==> src/design/nvfp4_pkg.sv <==
// Shared types and constants of the NVFP4 block-scaled dot product.
// Used by the front end, the item queue and the accumulate back end.
`timescale 1ns / 1ps
package nvfp4_pkg;

    localparam int QDEPTH = 2;
    localparam int QAW    = 1;
    localparam int SIG_W  = 53;
    localparam int EXT_W  = 56;

    localparam logic [31:0] F32_QNAN = 32'h7FC0_0000;
    localparam logic [31:0] F32_INF  = 32'h7F80_0000;

    typedef struct packed {
        logic               nan;
        logic               inf;
        logic               zero;
        logic               sign;
        logic [31:0]        prod;
        logic signed [9:0]  expo;
    } t_elem;

    typedef struct packed {
        t_elem first;
        t_elem second;
        logic  second_present;
        logic  row_end;
    } t_item;

    typedef enum logic [2:0] {
        S_IDLE,
        S_NORM,
        S_ALIGN,
        S_ADD,
        S_LZC,
        S_SHIFT,
        S_ROUND,
        S_EMIT
    } t_state;

    function automatic logic [3:0] e2m1_halves(input logic [2:0] code);
        logic [3:0] h;
        unique case (code)
            3'd0:    h = 4'd0;
            3'd1:    h = 4'd1;
            3'd2:    h = 4'd2;
            3'd3:    h = 4'd3;
            3'd4:    h = 4'd4;
            3'd5:    h = 4'd6;
            3'd6:    h = 4'd8;
            3'd7:    h = 4'd12;
            default: h = 4'd0;
        endcase
        return h;
    endfunction

endpackage

==> src/design/nvfp4_front.sv <==
// Front end: decodes E2M1 weights and the E4M3 scale, forms exact products.
// Depends on nvfp4_pkg.
`timescale 1ns / 1ps
module nvfp4_front (
    input  logic [7:0]        i_weight_pair,
    input  logic [7:0]        i_block_scale,
    input  logic [31:0]       i_activation_first,
    input  logic [31:0]       i_activation_second,
    input  logic              i_second_present,
    input  logic              i_row_end,
    output nvfp4_pkg::t_item  o_item
);
    import nvfp4_pkg::*;

    logic              w_s_nan;
    logic [3:0]        w_s_exp;
    logic [3:0]        w_s_mant;
    logic signed [5:0] w_w_exp;

    function automatic t_elem make_elem(input logic [3:0] code, input logic [31:0] act,
                                        input logic [3:0] s_mant,
                                        input logic signed [5:0] w_exp,
                                        input logic s_nan, input logic s_sign);
        logic [7:0]        h_mag;
        logic [23:0]       a_mant;
        logic [7:0]        a_exp;
        logic [7:0]        a_exp_eff;
        logic              a_nan;
        logic              a_inf;
        logic signed [9:0] a_e;
        t_elem             el;
        h_mag     = {4'b0, e2m1_halves(code[2:0])} * {4'b0, s_mant};
        a_exp     = act[30:23];
        a_mant    = (a_exp == 8'd0) ? {1'b0, act[22:0]} : {1'b1, act[22:0]};
        a_exp_eff = (a_exp == 8'd0) ? 8'd1 : a_exp;
        a_nan     = (a_exp == 8'hFF) && (act[22:0] != 23'd0);
        a_inf     = (a_exp == 8'hFF) && (act[22:0] == 23'd0);
        a_e       = $signed({2'b00, a_exp_eff}) - 10'sd150;
        el.prod   = {24'b0, h_mag} * {8'b0, a_mant};
        el.expo   = a_e + $signed({{4{w_exp[5]}}, w_exp});
        el.sign   = code[3] ^ s_sign ^ act[31];
        el.nan    = s_nan | a_nan | (a_inf && (h_mag == 8'd0));
        el.inf    = !s_nan && a_inf && (h_mag != 8'd0);
        el.zero   = !el.nan && !el.inf && (el.prod == 32'd0);
        return el;
    endfunction

    assign w_s_nan  = (i_block_scale[6:0] == 7'h7F);
    assign w_s_exp  = i_block_scale[6:3];
    assign w_s_mant = (w_s_exp == 4'd0) ? {1'b0, i_block_scale[2:0]}
                                        : {1'b1, i_block_scale[2:0]};
    assign w_w_exp  = (w_s_exp == 4'd0) ? -6'sd10 : $signed({2'b00, w_s_exp}) - 6'sd11;

    always_comb begin
        o_item.first  = make_elem(i_weight_pair[3:0], i_activation_first, w_s_mant,
                                  w_w_exp, w_s_nan, i_block_scale[7]);
        o_item.second = make_elem(i_weight_pair[7:4], i_activation_second, w_s_mant,
                                  w_w_exp, w_s_nan, i_block_scale[7]);
        o_item.second_present = i_second_present;
        o_item.row_end        = i_row_end;
    end

endmodule

==> src/design/nvfp4_queue.sv <==
// Short queue of decoded words between front end and back end.
// Depends on nvfp4_pkg.
`timescale 1ns / 1ps
module nvfp4_queue (
    input  logic              i_clk,
    input  logic              i_rst_n,
    input  logic              i_wr,
    input  nvfp4_pkg::t_item  i_data,
    output logic              o_full,
    input  logic              i_rd,
    output logic              o_empty,
    output nvfp4_pkg::t_item  o_data
);
    import nvfp4_pkg::*;

    t_item          r_mem [QDEPTH];
    logic [QAW-1:0] r_wr_ptr;
    logic [QAW-1:0] r_rd_ptr;
    logic [QAW:0]   r_count;
    logic [QAW-1:0] n_wr_ptr;
    logic [QAW-1:0] n_rd_ptr;
    logic [QAW:0]   n_count;

    assign o_full  = (r_count == (QAW+1)'(QDEPTH));
    assign o_empty = (r_count == '0);
    assign o_data  = r_mem[r_rd_ptr];

    always_comb begin
        n_wr_ptr = i_wr ? r_wr_ptr + 1'b1 : r_wr_ptr;
        n_rd_ptr = i_rd ? r_rd_ptr + 1'b1 : r_rd_ptr;
        n_count  = r_count + {{QAW{1'b0}}, i_wr} - {{QAW{1'b0}}, i_rd};
    end

    always_ff @(posedge i_clk) begin
        if (i_wr) begin
            r_mem[r_wr_ptr] <= i_data;
        end
    end

    always_ff @(posedge i_clk) begin
        if (!i_rst_n) begin
            r_wr_ptr <= '0;
            r_rd_ptr <= '0;
            r_count  <= '0;
        end else begin
            r_wr_ptr <= n_wr_ptr;
            r_rd_ptr <= n_rd_ptr;
            r_count  <= n_count;
        end
    end

`ifndef ASSERT_OFF
    a_no_overrun: assert property (@(posedge i_clk) disable iff (!i_rst_n)
        i_wr |-> !o_full) else $error("queue write while full");
    a_no_underrun: assert property (@(posedge i_clk) disable iff (!i_rst_n)
        i_rd |-> !o_empty) else $error("queue read while empty");
    a_count_max: assert property (@(posedge i_clk) disable iff (!i_rst_n)
        r_count <= (QAW+1)'(QDEPTH)) else $error("queue count beyond depth");
`endif

endmodule

==> src/design/nvfp4_back.sv <==
// Back end: binary64 accumulate of exact products, binary32 rounding, result word.
// Depends on nvfp4_pkg.
`timescale 1ns / 1ps
module nvfp4_back (
    input  logic              i_clk,
    input  logic              i_rst_n,
    input  nvfp4_pkg::t_item  i_item,
    input  logic              i_q_empty,
    output logic              o_q_pop,
    input  logic              i_pop,
    output logic              o_empty,
    output logic [31:0]       o_row_result
);
    import nvfp4_pkg::*;

    t_state             r_state, n_state;
    t_item              r_item, n_item;
    logic               r_idx, n_idx;
    logic               r_acc_sign, n_acc_sign;
    logic               r_acc_zero, n_acc_zero;
    logic               r_acc_inf, n_acc_inf;
    logic               r_acc_nan, n_acc_nan;
    logic signed [11:0] r_acc_exp, n_acc_exp;
    logic [SIG_W-1:0]   r_acc_sig, n_acc_sig;
    logic               r_b_sign, n_b_sign;
    logic signed [11:0] r_b_exp, n_b_exp;
    logic [SIG_W-1:0]   r_b_sig, n_b_sig;
    logic [EXT_W-1:0]   r_big, n_big;
    logic [EXT_W-1:0]   r_small, n_small;
    logic signed [11:0] r_exp, n_exp;
    logic               r_sign, n_sign;
    logic               r_sub, n_sub;
    logic [EXT_W:0]     r_sum, n_sum;
    logic [5:0]         r_lz, n_lz;
    logic [EXT_W-1:0]   r_norm, n_norm;
    logic               r_out_valid, n_out_valid;
    logic [31:0]        r_out_data, n_out_data;

    t_elem              w_cur;
    logic               w_last_elem;
    t_state             w_after;
    logic               w_norm_short;
    logic [4:0]         w_k;
    logic               w_a_ge;
    logic [11:0]        w_d;
    logic [5:0]         w_dcap;
    logic [63:0]        w_ext;
    logic [EXT_W:0]     w_sum;
    logic [5:0]         w_pos;
    logic [5:0]         w_lsh;
    logic [SIG_W:0]     w_rnd;
    logic               w_emit;
    logic               w_normal;
    logic signed [11:0] w_ds;
    logic [5:0]         w_sh;
    logic [63:0]        w_wide;
    logic [63:0]        w_kept;
    logic               w_g;
    logic               w_st;
    logic               w_inc;
    logic [11:0]        w_biased;
    logic [31:0]        w_mag;
    logic [31:0]        w_f32;

    assign w_cur        = r_idx ? r_item.second : r_item.first;
    assign w_last_elem  = r_idx || !r_item.second_present;
    assign w_after      = !w_last_elem ? S_NORM : (r_item.row_end ? S_EMIT : S_IDLE);
    assign w_norm_short = r_acc_nan | w_cur.nan | w_cur.inf | r_acc_inf | w_cur.zero
                        | r_acc_zero;
    assign w_emit       = (r_state == S_EMIT) && (!r_out_valid || i_pop);

    always_comb begin
        w_k = '0;
        for (int i = 0; i < 32; i++) begin
            if (w_cur.prod[i]) w_k = 5'(i);
        end
        w_pos = '0;
        for (int i = 0; i <= EXT_W; i++) begin
            if (r_sum[i]) w_pos = 6'(i);
        end
    end

    always_comb begin
        w_a_ge = (r_acc_exp > r_b_exp) || ((r_acc_exp == r_b_exp) && (r_acc_sig >= r_b_sig));
        w_d    = w_a_ge ? 12'(r_acc_exp - r_b_exp) : 12'(r_b_exp - r_acc_exp);
        w_dcap = (w_d > 12'd63) ? 6'd63 : w_d[5:0];
        w_ext  = w_a_ge ? {8'b0, r_b_sig, 3'b0} : {8'b0, r_acc_sig, 3'b0};
        w_sum  = r_sub ? ({1'b0, r_big} - {1'b0, r_small}) : ({1'b0, r_big} + {1'b0, r_small});
        w_lsh  = 6'd55 - w_pos;
        w_rnd  = {1'b0, r_norm[EXT_W-1:3]}
               + {{SIG_W{1'b0}}, r_norm[2] & (r_norm[1] | r_norm[0] | r_norm[3])};
    end

    always_comb begin
        w_normal = (r_acc_exp >= -12'sd126);
        w_ds     = -12'sd126 - r_acc_exp;
        w_sh     = w_normal ? 6'd29 : ((w_ds > 12'sd34) ? 6'd63 : 6'd29 + w_ds[5:0]);
        w_wide   = {11'b0, r_acc_sig};
        w_kept   = w_wide >> w_sh;
        w_g      = w_wide[w_sh - 6'd1];
        w_st     = |(w_wide & ((64'd1 << (w_sh - 6'd1)) - 64'd1));
        w_inc    = w_g & (w_st | w_kept[0]);
        w_biased = 12'(r_acc_exp + 12'sd127);
        w_mag    = w_normal ? ({1'b0, w_biased[7:0], 23'b0} + {9'b0, w_kept[22:0]}
                               + {31'b0, w_inc})
                            : ({9'b0, w_kept[22:0]} + {31'b0, w_inc});
        if (r_acc_nan) begin
            w_f32 = F32_QNAN;
        end else if (r_acc_inf) begin
            w_f32 = {r_acc_sign, F32_INF[30:0]};
        end else if (r_acc_zero) begin
            w_f32 = {r_acc_sign, 31'b0};
        end else if ((r_acc_exp > 12'sd127) || (w_mag >= F32_INF)) begin
            w_f32 = {r_acc_sign, F32_INF[30:0]};
        end else begin
            w_f32 = {r_acc_sign, w_mag[30:0]};
        end
    end

    always_comb begin
        n_state = r_state;
        unique case (r_state)
            S_IDLE:  if (!i_q_empty) n_state = S_NORM;
            S_NORM:  n_state = w_norm_short ? w_after : S_ALIGN;
            S_ALIGN: n_state = S_ADD;
            S_ADD:   n_state = (w_sum == '0) ? w_after : S_LZC;
            S_LZC:   n_state = S_SHIFT;
            S_SHIFT: n_state = S_ROUND;
            S_ROUND: n_state = w_after;
            S_EMIT:  if (!r_out_valid || i_pop) n_state = S_IDLE;
            default: n_state = S_IDLE;
        endcase
    end

    always_comb begin
        o_q_pop = (r_state == S_IDLE) && !i_q_empty;
    end

    always_comb begin
        n_item      = r_item;
        n_idx       = r_idx;
        n_acc_sign  = r_acc_sign;
        n_acc_zero  = r_acc_zero;
        n_acc_inf   = r_acc_inf;
        n_acc_nan   = r_acc_nan;
        n_acc_exp   = r_acc_exp;
        n_acc_sig   = r_acc_sig;
        n_b_sign    = r_b_sign;
        n_b_exp     = r_b_exp;
        n_b_sig     = r_b_sig;
        n_big       = r_big;
        n_small     = r_small;
        n_exp       = r_exp;
        n_sign      = r_sign;
        n_sub       = r_sub;
        n_sum       = r_sum;
        n_lz        = r_lz;
        n_norm      = r_norm;
        n_out_valid = r_out_valid & !i_pop;
        n_out_data  = r_out_data;
        case (r_state)
            S_IDLE: begin
                if (!i_q_empty) begin
                    n_item = i_item;
                    n_idx  = 1'b0;
                end
            end
            S_NORM: begin
                n_b_sign = w_cur.sign;
                n_b_exp  = $signed({{2{w_cur.expo[9]}}, w_cur.expo}) + $signed({7'b0, w_k});
                n_b_sig  = {21'b0, w_cur.prod} << (6'd52 - {1'b0, w_k});
                if (r_acc_nan || w_cur.nan) begin
                    n_acc_nan  = 1'b1;
                    n_acc_inf  = 1'b0;
                    n_acc_zero = 1'b0;
                end else if (w_cur.inf) begin
                    if (r_acc_inf && (r_acc_sign != w_cur.sign)) begin
                        n_acc_nan = 1'b1;
                        n_acc_inf = 1'b0;
                    end else begin
                        n_acc_inf  = 1'b1;
                        n_acc_sign = w_cur.sign;
                    end
                    n_acc_zero = 1'b0;
                end else if (r_acc_inf) begin
                    n_acc_inf = 1'b1;
                end else if (w_cur.zero) begin
                    if (r_acc_zero) n_acc_sign = r_acc_sign & w_cur.sign;
                end else if (r_acc_zero) begin
                    n_acc_zero = 1'b0;
                    n_acc_sign = w_cur.sign;
                    n_acc_exp  = $signed({{2{w_cur.expo[9]}}, w_cur.expo})
                               + $signed({7'b0, w_k});
                    n_acc_sig  = {21'b0, w_cur.prod} << (6'd52 - {1'b0, w_k});
                end
                if (w_norm_short && !w_last_elem) n_idx = 1'b1;
            end
            S_ALIGN: begin
                n_big   = w_a_ge ? {r_acc_sig, 3'b0} : {r_b_sig, 3'b0};
                n_small = EXT_W'(w_ext >> w_dcap)
                        | {{(EXT_W-1){1'b0}}, |(w_ext & ((64'd1 << w_dcap) - 64'd1))};
                n_exp   = w_a_ge ? r_acc_exp : r_b_exp;
                n_sign  = w_a_ge ? r_acc_sign : r_b_sign;
                n_sub   = r_acc_sign ^ r_b_sign;
            end
            S_ADD: begin
                n_sum = w_sum;
                if (w_sum == '0) begin
                    n_acc_zero = 1'b1;
                    n_acc_sign = 1'b0;
                    if (!w_last_elem) n_idx = 1'b1;
                end
            end
            S_LZC: begin
                n_lz = w_pos;
            end
            S_SHIFT: begin
                if (r_sum[EXT_W]) begin
                    n_norm = {r_sum[EXT_W:2], r_sum[1] | r_sum[0]};
                    n_exp  = r_exp + 12'sd1;
                end else begin
                    n_norm = r_sum[EXT_W-1:0] << (6'd55 - r_lz);
                    n_exp  = r_exp - $signed({6'b0, 6'd55 - r_lz});
                end
            end
            S_ROUND: begin
                n_acc_zero = 1'b0;
                n_acc_sign = r_sign;
                if (w_rnd[SIG_W]) begin
                    n_acc_sig = w_rnd[SIG_W:1];
                    n_acc_exp = r_exp + 12'sd1;
                end else begin
                    n_acc_sig = w_rnd[SIG_W-1:0];
                    n_acc_exp = r_exp;
                end
                if (!w_last_elem) n_idx = 1'b1;
            end
            S_EMIT: begin
                if (w_emit) begin
                    n_out_valid = 1'b1;
                    n_out_data  = w_f32;
                    n_acc_zero  = 1'b1;
                    n_acc_sign  = 1'b0;
                    n_acc_inf   = 1'b0;
                    n_acc_nan   = 1'b0;
                end
            end
            default: begin
                n_out_valid = r_out_valid & !i_pop;
            end
        endcase
        if (r_state == S_SHIFT) n_lz = w_lsh;
    end

    always_ff @(posedge i_clk) begin
        r_item     <= n_item;
        r_idx      <= n_idx;
        r_acc_exp  <= n_acc_exp;
        r_acc_sig  <= n_acc_sig;
        r_b_sign   <= n_b_sign;
        r_b_exp    <= n_b_exp;
        r_b_sig    <= n_b_sig;
        r_big      <= n_big;
        r_small    <= n_small;
        r_exp      <= n_exp;
        r_sign     <= n_sign;
        r_sub      <= n_sub;
        r_sum      <= n_sum;
        r_lz       <= n_lz;
        r_norm     <= n_norm;
        r_out_data <= n_out_data;
    end

    always_ff @(posedge i_clk) begin
        if (!i_rst_n) begin
            r_state     <= S_IDLE;
            r_acc_sign  <= 1'b0;
            r_acc_zero  <= 1'b1;
            r_acc_inf   <= 1'b0;
            r_acc_nan   <= 1'b0;
            r_out_valid <= 1'b0;
        end else begin
            r_state     <= n_state;
            r_acc_sign  <= n_acc_sign;
            r_acc_zero  <= n_acc_zero;
            r_acc_inf   <= n_acc_inf;
            r_acc_nan   <= n_acc_nan;
            r_out_valid <= n_out_valid;
        end
    end

    assign o_empty      = !r_out_valid;
    assign o_row_result = r_out_data;

`ifndef ASSERT_OFF
    a_pop_idle: assert property (@(posedge i_clk) disable iff (!i_rst_n)
        o_q_pop |-> (r_state == S_IDLE)) else $error("queue pop outside idle");
    a_acc_norm: assert property (@(posedge i_clk) disable iff (!i_rst_n)
        (!r_acc_zero && !r_acc_inf && !r_acc_nan) |-> r_acc_sig[SIG_W-1])
        else $error("accumulator not normalized");
    a_emit_clear: assert property (@(posedge i_clk) disable iff (!i_rst_n)
        w_emit |=> (r_out_valid && r_acc_zero && !r_acc_inf && !r_acc_nan))
        else $error("row end did not load result and clear sum");
    a_flags: assert property (@(posedge i_clk) disable iff (!i_rst_n)
        $onehot0({r_acc_zero, r_acc_inf, r_acc_nan})) else $error("accumulator flags clash");
`endif

endmodule

==> src/design/nvfp4_block_scaled_gemv.sv <==
// NVFP4 block-scaled dot product of one matrix row.
// Input side is a queue: raise i_push with a word while o_full is low; each word
// holds two E2M1 weights, their E4M3 block scale and two binary32 activations.
// Result side is a queue: while o_empty is low, o_row_result holds the binary32
// sum of the row (round to nearest even) and i_pop takes it.
// Words are decoded and multiplied exactly on entry and wait in a two-word queue.
// The back end adds each product into a binary64 sum through one shared adder:
// an idle state loads a word; per element, a normalize state alone serves when
// the product or the sum is zero or special, else normalize, align, add, count,
// shift and round follow (add ends it on a zero sum). A row end rounds to binary32.
// The back end then holds in its result state while the result word is unread,
// and the input queue keeps taking words until it is full.
// Reset (synchronous, active low) empties both queues and sets the sum to +0.
`timescale 1ns / 1ps
module nvfp4_block_scaled_gemv (
    input  logic        i_clk,
    input  logic        i_rst_n,
    input  logic        i_push,
    output logic        o_full,
    input  logic [7:0]  i_weight_pair,
    input  logic [7:0]  i_block_scale,
    input  logic [31:0] i_activation_first,
    input  logic [31:0] i_activation_second,
    input  logic        i_second_present,
    input  logic        i_row_end,
    output logic        o_empty,
    input  logic        i_pop,
    output logic [31:0] o_row_result
);
    import nvfp4_pkg::*;

    t_item w_front_item;
    t_item w_q_item;
    logic  w_q_wr;
    logic  w_q_empty;
    logic  w_q_pop;

    assign w_q_wr = i_push && !o_full;

    nvfp4_front u_front (
        .i_weight_pair       (i_weight_pair),
        .i_block_scale       (i_block_scale),
        .i_activation_first  (i_activation_first),
        .i_activation_second (i_activation_second),
        .i_second_present    (i_second_present),
        .i_row_end           (i_row_end),
        .o_item              (w_front_item)
    );

    nvfp4_queue u_queue (
        .i_clk   (i_clk),
        .i_rst_n (i_rst_n),
        .i_wr    (w_q_wr),
        .i_data  (w_front_item),
        .o_full  (o_full),
        .i_rd    (w_q_pop),
        .o_empty (w_q_empty),
        .o_data  (w_q_item)
    );

    nvfp4_back u_back (
        .i_clk        (i_clk),
        .i_rst_n      (i_rst_n),
        .i_item       (w_q_item),
        .i_q_empty    (w_q_empty),
        .o_q_pop      (w_q_pop),
        .i_pop        (i_pop),
        .o_empty      (o_empty),
        .o_row_result (o_row_result)
    );

endmodule
==> config.mk <==
export PLATFORM = sky130hd
export DESIGN_NAME = nvfp4_block_scaled_gemv
export DESIGN_NICKNAME = d
export VERILOG_FILES = /design/src/design/nvfp4_pkg.sv /design/src/design/nvfp4_front.sv /design/src/design/nvfp4_queue.sv /design/src/design/nvfp4_back.sv /design/src/design/nvfp4_block_scaled_gemv.sv
export SDC_FILE = /design/constraint.sdc
export NUM_CORES = 2
export LEC_CHECK = 0
export BUFFER_PORTS_ARGS = -buffer_cell sky130_fd_sc_hd__buf_2
export CORE_MARGIN = 4
export CORE_UTILIZATION = 40
export CTS_CLUSTER_DIAMETER = 50
export DETAILED_ROUTE_END_ITERATION = 6
export PLACE_DENSITY = 0.52
export SLEW_MARGIN = 20
export SYNTH_ARGS = -nofsm -noshare
export SYNTH_HDL_FRONTEND = slang
export SYNTH_SLANG_ARGS = --single-unit
==> constraint.sdc <==
create_clock -name i_clk -period 11.75 [get_ports i_clk]
set_clock_uncertainty 0.1 [all_clocks]
set_input_delay 0 -clock i_clk [delete_from_list [all_inputs] [get_ports i_clk]]
set_output_delay 0 -clock i_clk [all_outputs]
set_load 0.1 [all_outputs]
==> flow_results.xml <==
<?xml version="1.0" encoding="UTF-8"?>
<metrics>
  <group name="status">
    <metric name="result_of_the_run" unit="">complete, but fails checks</metric>
    <metric name="failed_checks" unit="">design-rule violations</metric>
  </group>
  <group name="clocking">
    <metric name="cts.clk_slew.worst_paths" unit="ns">0.06</metric>
    <metric name="cts_setup_buffers" unit="">0</metric>
    <metric name="clk_latency" unit="ns">0.71</metric>
    <metric name="ctsHtreeMaxLevel" unit="">3</metric>
    <metric name="cts_made_buffers" unit="">85</metric>
    <metric name="cts_resized" unit="">0</metric>
    <metric name="cts_tree" unit="">done</metric>
    <metric name="cts.sinks" unit="">699</metric>
    <metric name="postCtsHoldBufs" unit="">47</metric>
    <metric name="ctsRootBufferMaster" unit="">clkbuf_16</metric>
    <metric name="cts_buffer_depth" unit="">3</metric>
  </group>
  <group name="routing">
    <metric name="antenna_violating_nets_post_route" unit="">0</metric>
    <metric name="drt-wirelength-per-cell" unit="microns">27.3</metric>
    <metric name="drt-vias-per-instance" unit="">6.13</metric>
    <metric name="routed-via-count" unit="">61617</metric>
    <metric name="drtPass1Iterations" unit="">7</metric>
    <metric name="drt_iter0_drc" unit="">6557</metric>
    <metric name="drc" unit="">3</metric>
    <metric name="wl" unit="microns">274000</metric>
  </group>
  <group name="layout">
    <metric name="final_cell_area_excluding_filler_cells" unit="sq um">75400</metric>
    <metric name="final_cells" unit="">10050</metric>
    <metric name="drive_gt1_frac" unit="">0.104</metric>
    <metric name="layout-area-overhead-vs-synth" unit="%">9.47</metric>
    <metric name="nets_finish" unit="">8343</metric>
  </group>
  <group name="logic_synthesis">
    <metric name="complex_gate_fraction_of_the_synthesized_area" unit="">0.179</metric>
    <metric name="post_synth_inst_count" unit="">7714</metric>
    <metric name="synth_simple_gate_area_share" unit="">0.182</metric>
    <metric name="synth-edff-count" unit="">687</metric>
    <metric name="ranking_of_synthesized_cells_by_instance_count" unit="">nand2_1, edfxtp_1, nor2_1</metric>
    <metric name="synthArstFlopShare" unit="">0</metric>
    <metric name="synthXorXnorAreaFrac" unit="">0.0436</metric>
    <metric name="avgSynthCellArea" unit="sq um">8.93</metric>
    <metric name="synth_most_common_cell" unit="">nand2_1</metric>
    <metric name="synthesis.yosys.warnings" unit="">0</metric>
    <metric name="largest_family_of_logic_cells_by_synthesized_area" unit="">simple AND/OR/NAND/NOR gates</metric>
    <metric name="post_synthesis_share_of_cell_area_spent_on_full_adders_half_adders_and_majority_gates" unit="">0.138</metric>
    <metric name="synth_top_cell_area_share" unit="">0.300</metric>
    <metric name="synthMuxAreaShare" unit="">0.0976</metric>
    <metric name="netlist_area" unit="sq um">68900</metric>
    <metric name="synth-seq-area-share" unit="">0.303</metric>
    <metric name="synth-seq-cells" unit="">699</metric>
    <metric name="synth.lib_cells_used.distinct" unit="">113</metric>
    <metric name="dominantRegCellSynth" unit="">edfxtp_1</metric>
    <metric name="synth_top_cell_by_area" unit="">edfxtp_1</metric>
    <metric name="synthTopCellsByArea" unit="">edfxtp_1, fa_1, ha_1</metric>
  </group>
  <group name="setup_path">
    <metric name="cp_slowest_cell" unit="">o41ai_1</metric>
    <metric name="timing.critical_path.fanout_max" unit="">25</metric>
    <metric name="path_common_cell" unit="">fa_1</metric>
    <metric name="cp.required" unit="ns">12.21</metric>
    <metric name="critical_path_buf_inv_count" unit="">5</metric>
    <metric name="family_with_the_most_delay_on_the_worst_path" unit="">adder cells</metric>
    <metric name="timing.critical_path.to_type" unit="">register</metric>
    <metric name="timing.critical_path.from_type" unit="">input pin</metric>
    <metric name="worst_path_largest_cell_delay" unit="ns">0.61</metric>
    <metric name="worstPathArrival" unit="ns">10.46</metric>
    <metric name="path_class" unit="">in -&gt; reg</metric>
  </group>
  <group name="flow_run">
    <metric name="cap_viol_max_count" unit="">0</metric>
  </group>
  <group name="sta">
    <metric name="timing_max_transition_violations_final" unit="">0</metric>
    <metric name="maxClockFrequency" unit="GHz">0.100</metric>
    <metric name="tightestPinTransition" unit="ns">1.14</metric>
    <metric name="whs" unit="ns">0.0610</metric>
    <metric name="final_critical_path_share_of_the_clock_period" unit="">0.851</metric>
    <metric name="timing_hold_violations_final" unit="">0</metric>
    <metric name="slew_headroom" unit="">0.217</metric>
    <metric name="timing.setup.tns" unit="ns">0</metric>
    <metric name="period_minus_slack" unit="ns">10.00</metric>
    <metric name="final-setup-viol-count" unit="">0</metric>
    <metric name="rsz_0062_raised_after_global_routing" unit="">false</metric>
  </group>
  <group name="global_routing">
    <metric name="global_route.usage.total" unit="">0.297</metric>
    <metric name="grt_antenna_before_repair" unit="">5</metric>
    <metric name="grt_start_max_net_pins" unit="">77</metric>
    <metric name="grt-ovfl-total" unit="">0</metric>
    <metric name="grt_pass1_vias" unit="">59598</metric>
    <metric name="grt_first_pass_wirelength" unit="microns">403000</metric>
  </group>
  <group name="placement">
    <metric name="dpl_cell_area" unit="sq um">72000</metric>
    <metric name="globalplace.congestion" unit="">1.00</metric>
    <metric name="dpl.cell_count" unit="">9843</metric>
    <metric name="portBuffers" unit="">119</metric>
    <metric name="place.detailed.hpwl" unit="microns">208000</metric>
  </group>
  <group name="floorplanning">
    <metric name="floorplan.die.width" unit="microns">423</metric>
    <metric name="std_cell_rows" unit="">152</metric>
    <metric name="top_level_ports" unit="">120</metric>
    <metric name="core-area" unit="sq um">171000</metric>
    <metric name="floorplan.initialDensity" unit="">0.402</metric>
    <metric name="die-height" unit="microns">423</metric>
    <metric name="die_area" unit="sq um">179000</metric>
  </group>
  <group name="min_path">
    <metric name="worst_hold_path_type" unit="">in -&gt; reg</metric>
  </group>
</metrics>
layout by cell type, fill, tap and decap left out, types with 54 or more instances in the layout:
| master | count |
|---|---|
| mux2_2 | 190 |
| nand3_1 | 190 |
| and3_1 | 93 |
| a21o_1 | 102 |
| xnor2_1 | 228 |
| buf_2 | 119 |
| fa_1 | 278 |
| a31oi_1 | 93 |
| ha_1 | 311 |
| and2_1 | 196 |
| nand2b_1 | 54 |
| xor2_1 | 102 |
| nand2_1 | 919 |
| o21ai_0 | 395 |
| clkbuf_16 | 85 |
| nand4_1 | 72 |
| o211ai_1 | 92 |
| nor2b_1 | 96 |
| nor4_1 | 67 |
| mux2i_1 | 342 |
| o22ai_1 | 96 |
| a211oi_1 | 94 |
| inv_1 | 507 |
| edfxtp_1 | 687 |
| nor3_1 | 199 |
| a21oi_1 | 396 |
| nor2_1 | 583 |
| buf_4 | 185 |
worst min-delay path: stages:
cell	delay [ns]
dlygate4sd3_1	0.53
buf_2	0.16
o21ai_0	0.08
a21oi_1	0.04
stage by stage:
step | setup WS [ns] | utilization
6_report | 1.75 | 0.440
3_5_place_dp | 1.36 | 0.420
4_1_cts | 1.58 | 0.440
3_3_place_gp | 1.44 | 0.420
2_1_floorplan | 2.08 | -
5_1_grt | 0.843 | 0.440
area by class of cell:
type | count | area (sq um)
fill | 16837 | 96000
multi-input combinational | 6012 | 44400
sequential | 699 | 20900
tap | 2310 | 2890
timing repair buffer | 351 | 2450
clock buffer | 98 | 2180
inverter | 518 | 1950
clock inverter | 61 | 704
antenna | 1 | 2.50
state kept, by name, summed over array words and instances (netlist names), 2 cells and up:
| signal | cells |
|---|---|
| u_back.r_state | 3 |
| u_back.r_sum | 57 |
| u_back.r_b_sig | 53 |
| u_back.r_acc_sig | 53 |
| u_back.r_b_exp | 11 |
| u_back.r_exp | 12 |
| u_back.o_row_result | 32 |
| u_queue.r_mem | 188 |
| u_queue.r_count | 2 |
| u_back.r_small | 56 |
| u_back.r_lz | 6 |
| u_back.r_item | 94 |
| u_back.r_acc_exp | 12 |
| u_back.r_norm | 56 |
| u_back.r_big | 53 |
cell families after synthesis:
| group | after synthesis |
|---|---|
| AOI/OAI and AO/OA | 1844 |
| other | 1 |
| adders and majority gates | 591 |
| DFF | 699 |
| buffers and inverters | 1010 |
| muxes | 584 |
| xor gates and xnor gates | 343 |
| and+or+nand+nor | 2642 |
routing by layer:
layer / track usage / vias up / wire length, microns
li1: - / 27951 / -
met4: 0.152 / 6 / 16500
met1: 0.403 / 30243 / 116000
met2: 0.465 / 2779 / 122000
met5: 0 / - / 44
met3: 0.0378 / 638 / 19800
worst paths after layout:
path	start	to	slack [ns]	cells after the start
max reg2reg	u_back.r_acc_exp[0]$_DFFE_PP_	u_back.o_row_result[0]$_SDFFCE_PP0P_	2.34	25
min	i_rst_n	u_back.r_state[0]$_SDFFE_PN0P_	0.06	4
min reg2reg	u_queue.r_mem[0][61]$_DFFE_PP_	u_back.r_item[61]$_DFFE_PP_	0.43	1
max	i_block_scale[3]	u_queue.r_mem[0][45]$_DFFE_PP_	1.75	36
Power is left out: the tool's default activity adds up to more than one toggle a clock period on the data nets, which glitch-free logic cannot reach.
